===== src/design/ae16_pkg.sv =====
package ae16_pkg;

    localparam int TOTAL_W       = 14;
    localparam int CNT_W         = 16;
    localparam int CODE_BITS_DEF = 16;
    localparam int MAX_RES       = 16;
    localparam int NRES_W        = 5;
    localparam logic [CNT_W-1:0] PEND_MAX = 16'hFFFF;

    localparam logic MODE_ENCODE = 1'b0;
    localparam logic MODE_FINISH = 1'b1;

    typedef enum logic [1:0] {
        B_IDLE,
        B_MUL,
        B_DIV,
        B_RENORM
    } back_state_t;

    typedef struct packed {
        logic               mode;
        logic [TOTAL_W-1:0] cl;
        logic [TOTAL_W-1:0] ch;
    } sym_t;

    typedef struct packed {
        logic             code_bit;
        logic [CNT_W-1:0] follow_count;
        logic             follow_overflow;
        logic             last;
    } res_t;

endpackage


===== src/design/arithmetic_encoder_16bit_unit.sv =====
// channel | ports                      | accepted when
// input   | s_valid/s_ready, s_*       | s_valid && s_ready
// result  | m_valid/m_ready, m_*       | m_valid && m_ready
// config  | cfg_wr_en, cfg_wr_data     | cfg_wr_en
// Encode request: an issue state, a multiply state, a divide state (two restoring
// dividers side by side), then a renormalization state with one step per shift and a
// closing step that releases the last result.
// Finish request: handled in the idle state. A 2-deep queue lets input run ahead of the back end.
// Reset is synchronous, aresetn low; total count returns to 1.
// A stalled result port freezes the back end only when an emitted bit or the closing
// step finds both result registers full, or a finish request finds the output register full.
module arithmetic_encoder_16bit_unit #(
    parameter int CODE_BITS = ae16_pkg::CODE_BITS_DEF
) (
    input  logic                         aclk,
    input  logic                         aresetn,
    input  logic                         cfg_wr_en,
    input  logic [ae16_pkg::TOTAL_W-1:0] cfg_wr_data,
    input  logic                         s_valid,
    output logic                         s_ready,
    input  logic                         s_mode,
    input  logic [ae16_pkg::TOTAL_W-1:0] s_cum_low,
    input  logic [ae16_pkg::TOTAL_W-1:0] s_cum_high,
    output logic                         m_valid,
    input  logic                         m_ready,
    output logic                         m_code_bit,
    output logic [ae16_pkg::CNT_W-1:0]   m_follow_count,
    output logic                         m_follow_overflow,
    output logic                         m_last
);
    logic [ae16_pkg::TOTAL_W-1:0] total_reg, total_eff;
    logic                         head_valid, pop;
    ae16_pkg::sym_t               head;
    ae16_pkg::res_t               res;

    always_ff @(posedge aclk) begin
        if (!aresetn) begin
            total_reg <= ae16_pkg::TOTAL_W'(1);
        end else if (cfg_wr_en) begin
            total_reg <= cfg_wr_data;
        end
    end

    // zero total acts as one
    assign total_eff = (total_reg == '0) ? ae16_pkg::TOTAL_W'(1) : total_reg;

    ae16_front u_front (
        .aclk(aclk), .aresetn(aresetn),
        .s_valid(s_valid), .s_ready(s_ready), .s_mode(s_mode),
        .s_cum_low(s_cum_low), .s_cum_high(s_cum_high), .total(total_eff),
        .head_valid(head_valid), .head(head), .pop(pop)
    );

    ae16_back #(.CODE_BITS(CODE_BITS)) u_back (
        .aclk(aclk), .aresetn(aresetn), .total(total_eff),
        .head_valid(head_valid), .head(head), .pop(pop),
        .m_valid(m_valid), .m_ready(m_ready), .m_res(res)
    );

    assign m_code_bit        = res.code_bit;
    assign m_follow_count    = res.follow_count;
    assign m_follow_overflow = res.follow_overflow;
    assign m_last            = res.last;

endmodule


===== src/design/ae16_div.sv =====
module ae16_div #(
    parameter int DW = 31
) (
    input  logic                         aclk,
    input  logic                         aresetn,
    input  logic                         start,
    input  logic [DW-1:0]                dividend,
    input  logic [ae16_pkg::TOTAL_W-1:0] divisor,
    output logic                         busy,
    output logic [DW-1:0]                quotient
);
    localparam int CW = $clog2(DW + 1);

    logic [ae16_pkg::TOTAL_W-1:0] rem_reg, rem_next;
    logic [DW-1:0]                quo_reg, quo_next;
    logic [CW-1:0]                cnt_reg, cnt_next;
    logic [ae16_pkg::TOTAL_W:0]   sh;
    logic [ae16_pkg::TOTAL_W:0]   diff;

    // one quotient bit per cycle, restoring
    always_comb begin
        sh       = {rem_reg, quo_reg[DW-1]};
        diff     = sh - {1'b0, divisor};
        rem_next = rem_reg;
        quo_next = quo_reg;
        cnt_next = cnt_reg;
        if (start) begin
            rem_next = '0;
            quo_next = dividend;
            cnt_next = CW'(DW);
        end else if (cnt_reg != '0) begin
            if (sh >= {1'b0, divisor}) begin
                rem_next = diff[ae16_pkg::TOTAL_W-1:0];
                quo_next = {quo_reg[DW-2:0], 1'b1};
            end else begin
                rem_next = sh[ae16_pkg::TOTAL_W-1:0];
                quo_next = {quo_reg[DW-2:0], 1'b0};
            end
            cnt_next = cnt_reg - 1'b1;
        end
    end

    always_ff @(posedge aclk) begin
        if (!aresetn) begin
            cnt_reg <= '0;
        end else begin
            cnt_reg <= cnt_next;
        end
        rem_reg <= rem_next;
        quo_reg <= quo_next;
    end

    assign busy     = (cnt_reg != '0);
    assign quotient = quo_reg;

endmodule


===== src/design/ae16_front.sv =====
module ae16_front (
    input  logic                         aclk,
    input  logic                         aresetn,
    input  logic                         s_valid,
    output logic                         s_ready,
    input  logic                         s_mode,
    input  logic [ae16_pkg::TOTAL_W-1:0] s_cum_low,
    input  logic [ae16_pkg::TOTAL_W-1:0] s_cum_high,
    input  logic [ae16_pkg::TOTAL_W-1:0] total,
    output logic                         head_valid,
    output ae16_pkg::sym_t               head,
    input  logic                         pop
);
    ae16_pkg::sym_t               q_reg [2];
    logic [1:0]                   cnt_reg, cnt_next;
    logic                         wr_reg, wr_next;
    logic                         rd_reg, rd_next;
    logic                         push;
    logic [ae16_pkg::TOTAL_W-1:0] ch_a, ch_b, cl_a;
    ae16_pkg::sym_t               sym;

    // clamp bounds into the valid sub-range (total is never zero here)
    always_comb begin
        ch_a = (s_cum_high > total) ? total : s_cum_high;
        ch_b = (ch_a == '0) ? ae16_pkg::TOTAL_W'(1) : ch_a;
        cl_a = (s_cum_low > ch_b - 1'b1) ? ch_b - 1'b1 : s_cum_low;
        sym.mode = s_mode;
        sym.cl   = cl_a;
        sym.ch   = ch_b;
    end

    assign s_ready    = (cnt_reg != 2'd2);
    assign push       = s_valid && s_ready;
    assign head_valid = (cnt_reg != 2'd0);
    assign head       = q_reg[rd_reg];

    always_comb begin
        wr_next  = push ? !wr_reg : wr_reg;
        rd_next  = pop ? !rd_reg : rd_reg;
        cnt_next = cnt_reg + {1'b0, push} - {1'b0, pop};
    end

    always_ff @(posedge aclk) begin
        if (!aresetn) begin
            cnt_reg <= '0;
            wr_reg  <= 1'b0;
            rd_reg  <= 1'b0;
        end else begin
            cnt_reg <= cnt_next;
            wr_reg  <= wr_next;
            rd_reg  <= rd_next;
        end
        if (push) begin
            q_reg[wr_reg] <= sym;
        end
    end

endmodule


===== src/design/ae16_back.sv =====
module ae16_back #(
    parameter int CODE_BITS = ae16_pkg::CODE_BITS_DEF
) (
    input  logic                         aclk,
    input  logic                         aresetn,
    input  logic [ae16_pkg::TOTAL_W-1:0] total,
    input  logic                         head_valid,
    input  ae16_pkg::sym_t               head,
    output logic                         pop,
    output logic                         m_valid,
    input  logic                         m_ready,
    output ae16_pkg::res_t               m_res
);
    localparam int CB = CODE_BITS;
    localparam int DW = CB + 1 + ae16_pkg::TOTAL_W;
    localparam logic [CB-1:0] TOP  = {CB{1'b1}};
    localparam logic [CB-1:0] HALF = CB'(1) << (CB - 1);
    localparam logic [CB-1:0] Q1   = CB'(1) << (CB - 2);
    localparam logic [CB-1:0] Q3   = HALF + Q1;

    ae16_pkg::back_state_t state_reg, state_next;
    logic [CB-1:0]                lo_reg, lo_next, hi_reg, hi_next;
    logic [ae16_pkg::CNT_W-1:0]   pend_reg, pend_next, pend_inc;
    logic [ae16_pkg::TOTAL_W-1:0] cl_reg, cl_next, ch_reg, ch_next;
    logic [CB:0]                  range_reg, range_next;
    logic [ae16_pkg::NRES_W-1:0]  n_reg, n_next;
    logic                         hold_v_reg, hold_v_next;
    ae16_pkg::res_t               hold_reg, hold_next;
    logic                         out_v_reg, out_v_next;
    ae16_pkg::res_t               out_reg, out_next;

    logic          out_free, div_start, lo_busy, hi_busy;
    logic [DW-1:0] q_lo, q_hi;
    logic [CB:0]   sum_lo, sum_hi;
    logic          e0, e1, mid, at_max;

    assign out_free = !out_v_reg || m_ready;
    assign pend_inc = (pend_reg == ae16_pkg::PEND_MAX) ? pend_reg : pend_reg + 1'b1;
    assign at_max   = (n_reg == ae16_pkg::NRES_W'(ae16_pkg::MAX_RES));
    assign e0       = !at_max && (hi_reg < HALF);
    assign e1       = !at_max && !e0 && (lo_reg >= HALF);
    assign mid      = !at_max && !e0 && !e1 && (lo_reg >= Q1) && (hi_reg < Q3);
    assign sum_lo   = {1'b0, lo_reg} + q_lo[CB:0];
    assign sum_hi   = {1'b0, lo_reg} + q_hi[CB:0] - 1'b1;

    ae16_div #(.DW(DW)) u_div_lo (
        .aclk(aclk), .aresetn(aresetn), .start(div_start),
        .dividend(DW'(cl_reg) * DW'(range_reg)), .divisor(total),
        .busy(lo_busy), .quotient(q_lo)
    );

    ae16_div #(.DW(DW)) u_div_hi (
        .aclk(aclk), .aresetn(aresetn), .start(div_start),
        .dividend(DW'(ch_reg) * DW'(range_reg)), .divisor(total),
        .busy(hi_busy), .quotient(q_hi)
    );

    always_comb begin
        state_next = state_reg;
        case (state_reg)
            ae16_pkg::B_IDLE: begin
                if (head_valid && head.mode == ae16_pkg::MODE_ENCODE) begin
                    state_next = ae16_pkg::B_MUL;
                end
            end
            ae16_pkg::B_MUL: state_next = ae16_pkg::B_DIV;
            ae16_pkg::B_DIV: begin
                if (!lo_busy && !hi_busy) begin
                    state_next = ae16_pkg::B_RENORM;
                end
            end
            ae16_pkg::B_RENORM: begin
                if (!e0 && !e1 && !mid && (!hold_v_reg || out_free)) begin
                    state_next = ae16_pkg::B_IDLE;
                end
            end
            default: state_next = ae16_pkg::B_IDLE;
        endcase
    end

    always_comb begin
        lo_next     = lo_reg;
        hi_next     = hi_reg;
        pend_next   = pend_reg;
        cl_next     = cl_reg;
        ch_next     = ch_reg;
        range_next  = range_reg;
        n_next      = n_reg;
        hold_v_next = hold_v_reg;
        hold_next   = hold_reg;
        out_v_next  = out_v_reg && !m_ready;
        out_next    = out_reg;
        pop         = 1'b0;
        div_start   = 1'b0;
        case (state_reg)
            ae16_pkg::B_IDLE: begin
                if (head_valid && head.mode == ae16_pkg::MODE_ENCODE) begin
                    pop        = 1'b1;
                    cl_next    = head.cl;
                    ch_next    = head.ch;
                    range_next = {1'b0, hi_reg} - {1'b0, lo_reg} + 1'b1;
                end else if (head_valid && out_free) begin
                    // finish: one more pending bit, then the closing bit
                    pop                      = 1'b1;
                    out_v_next               = 1'b1;
                    out_next.code_bit        = (lo_reg >= Q1);
                    out_next.follow_count    = pend_inc;
                    out_next.follow_overflow = (pend_inc == ae16_pkg::PEND_MAX);
                    out_next.last            = 1'b1;
                    lo_next                  = '0;
                    hi_next                  = TOP;
                    pend_next                = '0;
                end
            end
            ae16_pkg::B_MUL: begin
                div_start = 1'b1;
            end
            ae16_pkg::B_DIV: begin
                if (!lo_busy && !hi_busy) begin
                    lo_next = sum_lo[CB-1:0];
                    hi_next = (q_hi <= q_lo) ? sum_lo[CB-1:0] : sum_hi[CB-1:0];
                    n_next  = '0;
                end
            end
            ae16_pkg::B_RENORM: begin
                if (e0 || e1) begin
                    if (!hold_v_reg || out_free) begin
                        if (hold_v_reg) begin
                            out_v_next = 1'b1;
                            out_next   = hold_reg;
                        end
                        hold_v_next               = 1'b1;
                        hold_next.code_bit        = e1;
                        hold_next.follow_count    = pend_reg;
                        hold_next.follow_overflow = (pend_reg == ae16_pkg::PEND_MAX);
                        hold_next.last            = 1'b0;
                        pend_next                 = '0;
                        n_next                    = n_reg + 1'b1;
                        lo_next                   = {lo_reg[CB-2:0], 1'b0};
                        hi_next                   = {hi_reg[CB-2:0], 1'b1};
                    end
                end else if (mid) begin
                    pend_next = pend_inc;
                    lo_next   = {lo_reg[CB-2:0] - Q1[CB-2:0], 1'b0};
                    hi_next   = {hi_reg[CB-2:0] - Q1[CB-2:0], 1'b1};
                end else if (hold_v_reg && out_free) begin
                    out_v_next    = 1'b1;
                    out_next      = hold_reg;
                    out_next.last = 1'b1;
                    hold_v_next   = 1'b0;
                end
            end
            default: ;
        endcase
    end

    always_ff @(posedge aclk) begin
        if (!aresetn) begin
            state_reg  <= ae16_pkg::B_IDLE;
            lo_reg     <= '0;
            hi_reg     <= TOP;
            pend_reg   <= '0;
            n_reg      <= '0;
            hold_v_reg <= 1'b0;
            out_v_reg  <= 1'b0;
        end else begin
            state_reg  <= state_next;
            lo_reg     <= lo_next;
            hi_reg     <= hi_next;
            pend_reg   <= pend_next;
            n_reg      <= n_next;
            hold_v_reg <= hold_v_next;
            out_v_reg  <= out_v_next;
        end
        cl_reg    <= cl_next;
        ch_reg    <= ch_next;
        range_reg <= range_next;
        hold_reg  <= hold_next;
        out_reg   <= out_next;
    end

    assign m_valid = out_v_reg;
    assign m_res   = out_reg;

    a_idle_no_hold: assert property (@(posedge aclk) disable iff (!aresetn)
        state_reg == ae16_pkg::B_IDLE |-> !hold_v_reg)
        else $error("held result left over in idle");
    a_n_bound: assert property (@(posedge aclk) disable iff (!aresetn)
        n_reg <= ae16_pkg::NRES_W'(ae16_pkg::MAX_RES))
        else $error("result count beyond limit");
    a_interval_order: assert property (@(posedge aclk) disable iff (!aresetn)
        state_reg == ae16_pkg::B_RENORM |-> lo_reg <= hi_reg)
        else $error("interval inverted");
    a_pop_idle: assert property (@(posedge aclk) disable iff (!aresetn)
        pop |-> state_reg == ae16_pkg::B_IDLE && head_valid)
        else $error("request taken outside idle");

endmodule


===== config.mk =====
export PLATFORM = sky130hd
export DESIGN_NAME = arithmetic_encoder_16bit_unit
export DESIGN_NICKNAME = d
export VERILOG_FILES = /design/src/design/ae16_pkg.sv /design/src/design/arithmetic_encoder_16bit_unit.sv /design/src/design/ae16_div.sv /design/src/design/ae16_front.sv /design/src/design/ae16_back.sv
export SDC_FILE = /design/constraint.sdc
export NUM_CORES = 2
export LEC_CHECK = 0
export BUFFER_PORTS_ARGS = -buffer_cell sky130_fd_sc_hd__buf_2
export CAP_MARGIN = 20
export CORE_ASPECT_RATIO = 1.5
export CORE_MARGIN = 5
export CORE_UTILIZATION = 49
export CTS_BUF_LIST = sky130_fd_sc_hd__clkbuf_4
export DETAILED_ROUTE_END_ITERATION = 8
export PLACE_DENSITY_LB_ADDON = 0.1
export SLEW_MARGIN = 20
export SYNTH_ARGS = -nofsm -noshare
export SYNTH_HDL_FRONTEND = slang
export SYNTH_SLANG_ARGS = --single-unit

===== constraint.sdc =====
create_clock -name aclk -period 8.2 [get_ports aclk]
set_input_delay 0.82 -clock aclk [delete_from_list [all_inputs] [get_ports aclk]]
set_output_delay 0.82 -clock aclk [all_outputs]
set_load 0.03 [all_outputs]

==> metrics.md <==
| Metric | Value |
|---|---|
| Worst slew pin tran | 1027 ps |
| DP HPWL | 70860 um |
| Congestion Overflow GR | 0 |
| Yosys top cell area share | 21.13% |
| Clock-pin slew on the worst setup and hold paths | 70 ps |
| Primary FF master, synth | edfxtp_1 |
| Core footprint | 0.06895 mm2 |
| Setup TNS | 0 ps |
| Hold wc startpoint | cfg_wr_data[0] |
| Final hold vios | 0 |
| TritonCTS buffer count | 80 |
| Sequential area share after synthesis | 24.54% |
| Die footprint | 0.07489 mm2 |
| CTS max path bufs | 3 |
| First DRT Iteration DRCs | 1446 |
| Tot GR Track Use | 24.49% |
| Post-Syn Area | 0.03401 mm2 |
| EDFF count, synth | 202 |
| Residual DRC | 0 |
| Fill cells | 6513 |
| GP Congestion | 0.8695 |
| Reg2Reg Depth | 20 |
| Fmax | 141.5 MHz |
| Largest family of logic cells by synthesized area | adder cells |
| Via-to-Cell Ratio | 5.489 |
| Antenna Violating Nets Remaining | 0 |
| Post-Synthesis Cells | 3691 |
| #FFs+latches synth | 316 |
| Hold-critical path depth | 3 |
| Num Clock Sinks | 316 |
| Max-cap viol count | 0 |
| RSZ-0062 raised after global routing | no |
| Xor and xnor area share after synthesis | 3.657% |
| Fin crit share | 86.20% |
| IO Pins | 69 |
| Hold Path Class | in2reg |
| Worst setup SP type | flop |
| Initial Utilization | 49.33% |
| Layout cells sized above 1 | 8.697% |
| Max-slew violations | 0 |
| Synth Area in Simple Gates | 15.49% |
| Post-Syn Nets | 4464 |
| Maximum fanout along the worst path | 21 |
| Nets@finish | 4491 |
| CTS tree | yes |
| Post-synthesis compound-gate area fraction | 11.10% |
| Worst R2R Start | u_back.range_reg[0] |
| Clk Latency, worst-skew pair | 850 ps |
| Crit path required time | 8740 ps |
| Initial DRT Pass Iterations | 9 |
| Post-synthesis mux area share | 2.906% |
| Antenna violations before repair | 5 |
| Post-synth ARST share | 0% |
| Kind of end point of the critical path | flop |
| Port bufs | 68 |
| Root buffer cell | clkbuf_4 |
| End of the worst register-to-register path | u_back.u_div_hi.quotient[28] |
| Post-CTS Hold Buffers | 0 |
| Number of gates given a new drive strength after cts | 0 |
| Flip-flop count of the largest register after layout | 58 |
| FF-to-FF setup slack | 1130 ps |
| Routed wire length | 90720 um |
| Slew margin rel. | 31.34% |
| Hold EP | total_reg[0] |
| CP Data Arrival Time | 7610 ps |
| H-tree depth | 3 |
| Wirelength per Cell | 19.36 um |
| Synthesis-to-layout area growth | 6.827% |
| Synth Area in Adders | 34.59% |
| Yosys top cell by area | fa_1 |
| WS Path Type | reg2reg |
| Clock skew | 93.96 ps |
| Netlist cell types | 77 |
| Floorplan row count | 118 |
| Vias in the first global route | 27220 |
| Status | completed |
| Via count | 25730 |
| Area contributors post-synth | fa_1, edfxtp_1, ha_1 |
| Die X | 225.1 um |
| Post-CTS setup buffer count | 0 |
| Largest net degree at the start of global routing | 72 |
| Avg Inst Size Synth | 9.215 um2 |
| Die height | 332.7 um |
| Finish-stage setup viols | 0 |
| Final Critical Period | 7068 ps |
| First-pass GRT wire length | 146000 um |
| Synth warn | 0 |
==> layout make-up <==
type	instances	area, um2	share of cell area, %
clock inverters	24	157.7	0.4339
flip-flops and latches	316	8348	22.98
inverters	526	1974	5.434
diodes	4	10.01	0.02755
multi-input cells	2680	23100	63.58
clock buffers	123	923.4	2.541
repair buffers	114	693.2	1.908
well taps	900	1126	3.099
==> worst max path at each step <==
| stage | from | slack, ps | to |
|---|---|---|---|
| detailed placement | u_back.cl_reg[5] | 1240 | u_back.u_div_lo.quotient[30] |
| global placement | u_back.cl_reg[6] | 1290 | u_back.u_div_lo.quotient[30] |
| finish | u_back.range_reg[0] | 1130 | u_back.u_div_hi.quotient[28] |
| CTS | u_back.range_reg[0] | 1200 | u_back.u_div_hi.quotient[28] |
| floorplan | u_back.range_reg[7] | 1890 | u_back.u_div_lo.quotient[30] |
| global route | u_back.range_reg[0] | 800 | u_back.u_div_hi.quotient[28] |
==> Yosys cell counts, types with 47 or more instances <==
library cell / number
nand2_1: 471
mux2i_1: 47
nor2b_1: 48
inv_1: 526
xor2_1: 47
clkbuf_1: 153
nand3_1: 48
ha_1: 366
o21ai_0: 169
nor2_1: 177
and2_1: 196
a21oi_1: 188
edfxtp_1: 202
fa_1: 359
xnor2_1: 95
dfxtp_1: 114
==> cells in the final DEF, fill, tap and decap left out, types with 15 or more instances in the layout <==
master | netlist | layout
nor2b_1 | 48 | 48
or3_1 | 21 | 21
nand4_1 | 32 | 32
ha_1 | 366 | 364
fa_1 | 359 | 359
nand3_1 | 48 | 48
xnor2_1 | 95 | 95
mux2_2 | 46 | 46
nand2_1 | 471 | 471
clkbuf_4 | 0 | 123
dfxtp_1 | 114 | 114
buf_4 | 0 | 45
xor2_1 | 47 | 47
a211oi_1 | 37 | 37
o21a_1 | 24 | 24
and2_1 | 196 | 196
buf_2 | 9 | 68
a21o_1 | 42 | 42
o21bai_1 | 18 | 18
a31oi_1 | 15 | 15
a21oi_1 | 188 | 186
edfxtp_1 | 202 | 202
inv_1 | 526 | 526
o21ai_0 | 169 | 169
nor3_1 | 46 | 46
nor2_1 | 177 | 175
mux2i_1 | 47 | 47
==> through the flow <==
stage                     instance area (um2)  utilization [%]  hold WS [ps]  instances  setup slack, ps
after CTS                               36300            52.65         159.8       4682             1204
after detailed placement                35220            51.08         453.2       4535             1245
after global placement                  35220            51.08         450.8       4535             1288
after floorplan                         34010                -         402.9       3691             1890
after global routing                    36330            52.69         192.6       4685            796.1
final                                   36330            52.70         238.1       4687             1132
==> routing by layer <==
layer / global-route usage (%) / routed length (um) / vias up
li1: - / - / 12310
met4: 10.99 / 4319 / 0
met3: 3.194 / 3989 / 223
met5: 0 / 0 / -
met2: 43.68 / 46340 / 599
met1: 29.35 / 36070 / 12600
==> critical path, cell delays in order, from the launching register on <==
cell      delay, ps
edfxtp_1        970
nand2_1         200
fa_1            560
fa_1            550
inv_1            60
fa_1            530
inv_1            60
fa_1            530
inv_1            60
fa_1            510
fa_1            500
ha_1            400
a21oi_1         100
o21ai_0         280
o21ai_0         150
a31oi_1         450
nor2_1          170
o21ai_0         200
a21oi_1         100
xnor2_1         120
mux2_2          250
==> logic make-up after synthesis <==
logic type / Yosys count
XOR/XNOR: 142
adder cells (fa/ha/maj): 725
multiplexers: 93
flip-flops: 316
AO/OA/AOI/OAI: 610
buffers and inverters: 695
AND/OR/NAND/NOR: 1110
Power is left out: the tool's default activity adds up to more than one toggle a clock period on the data nets, which glitch-free logic cannot reach.
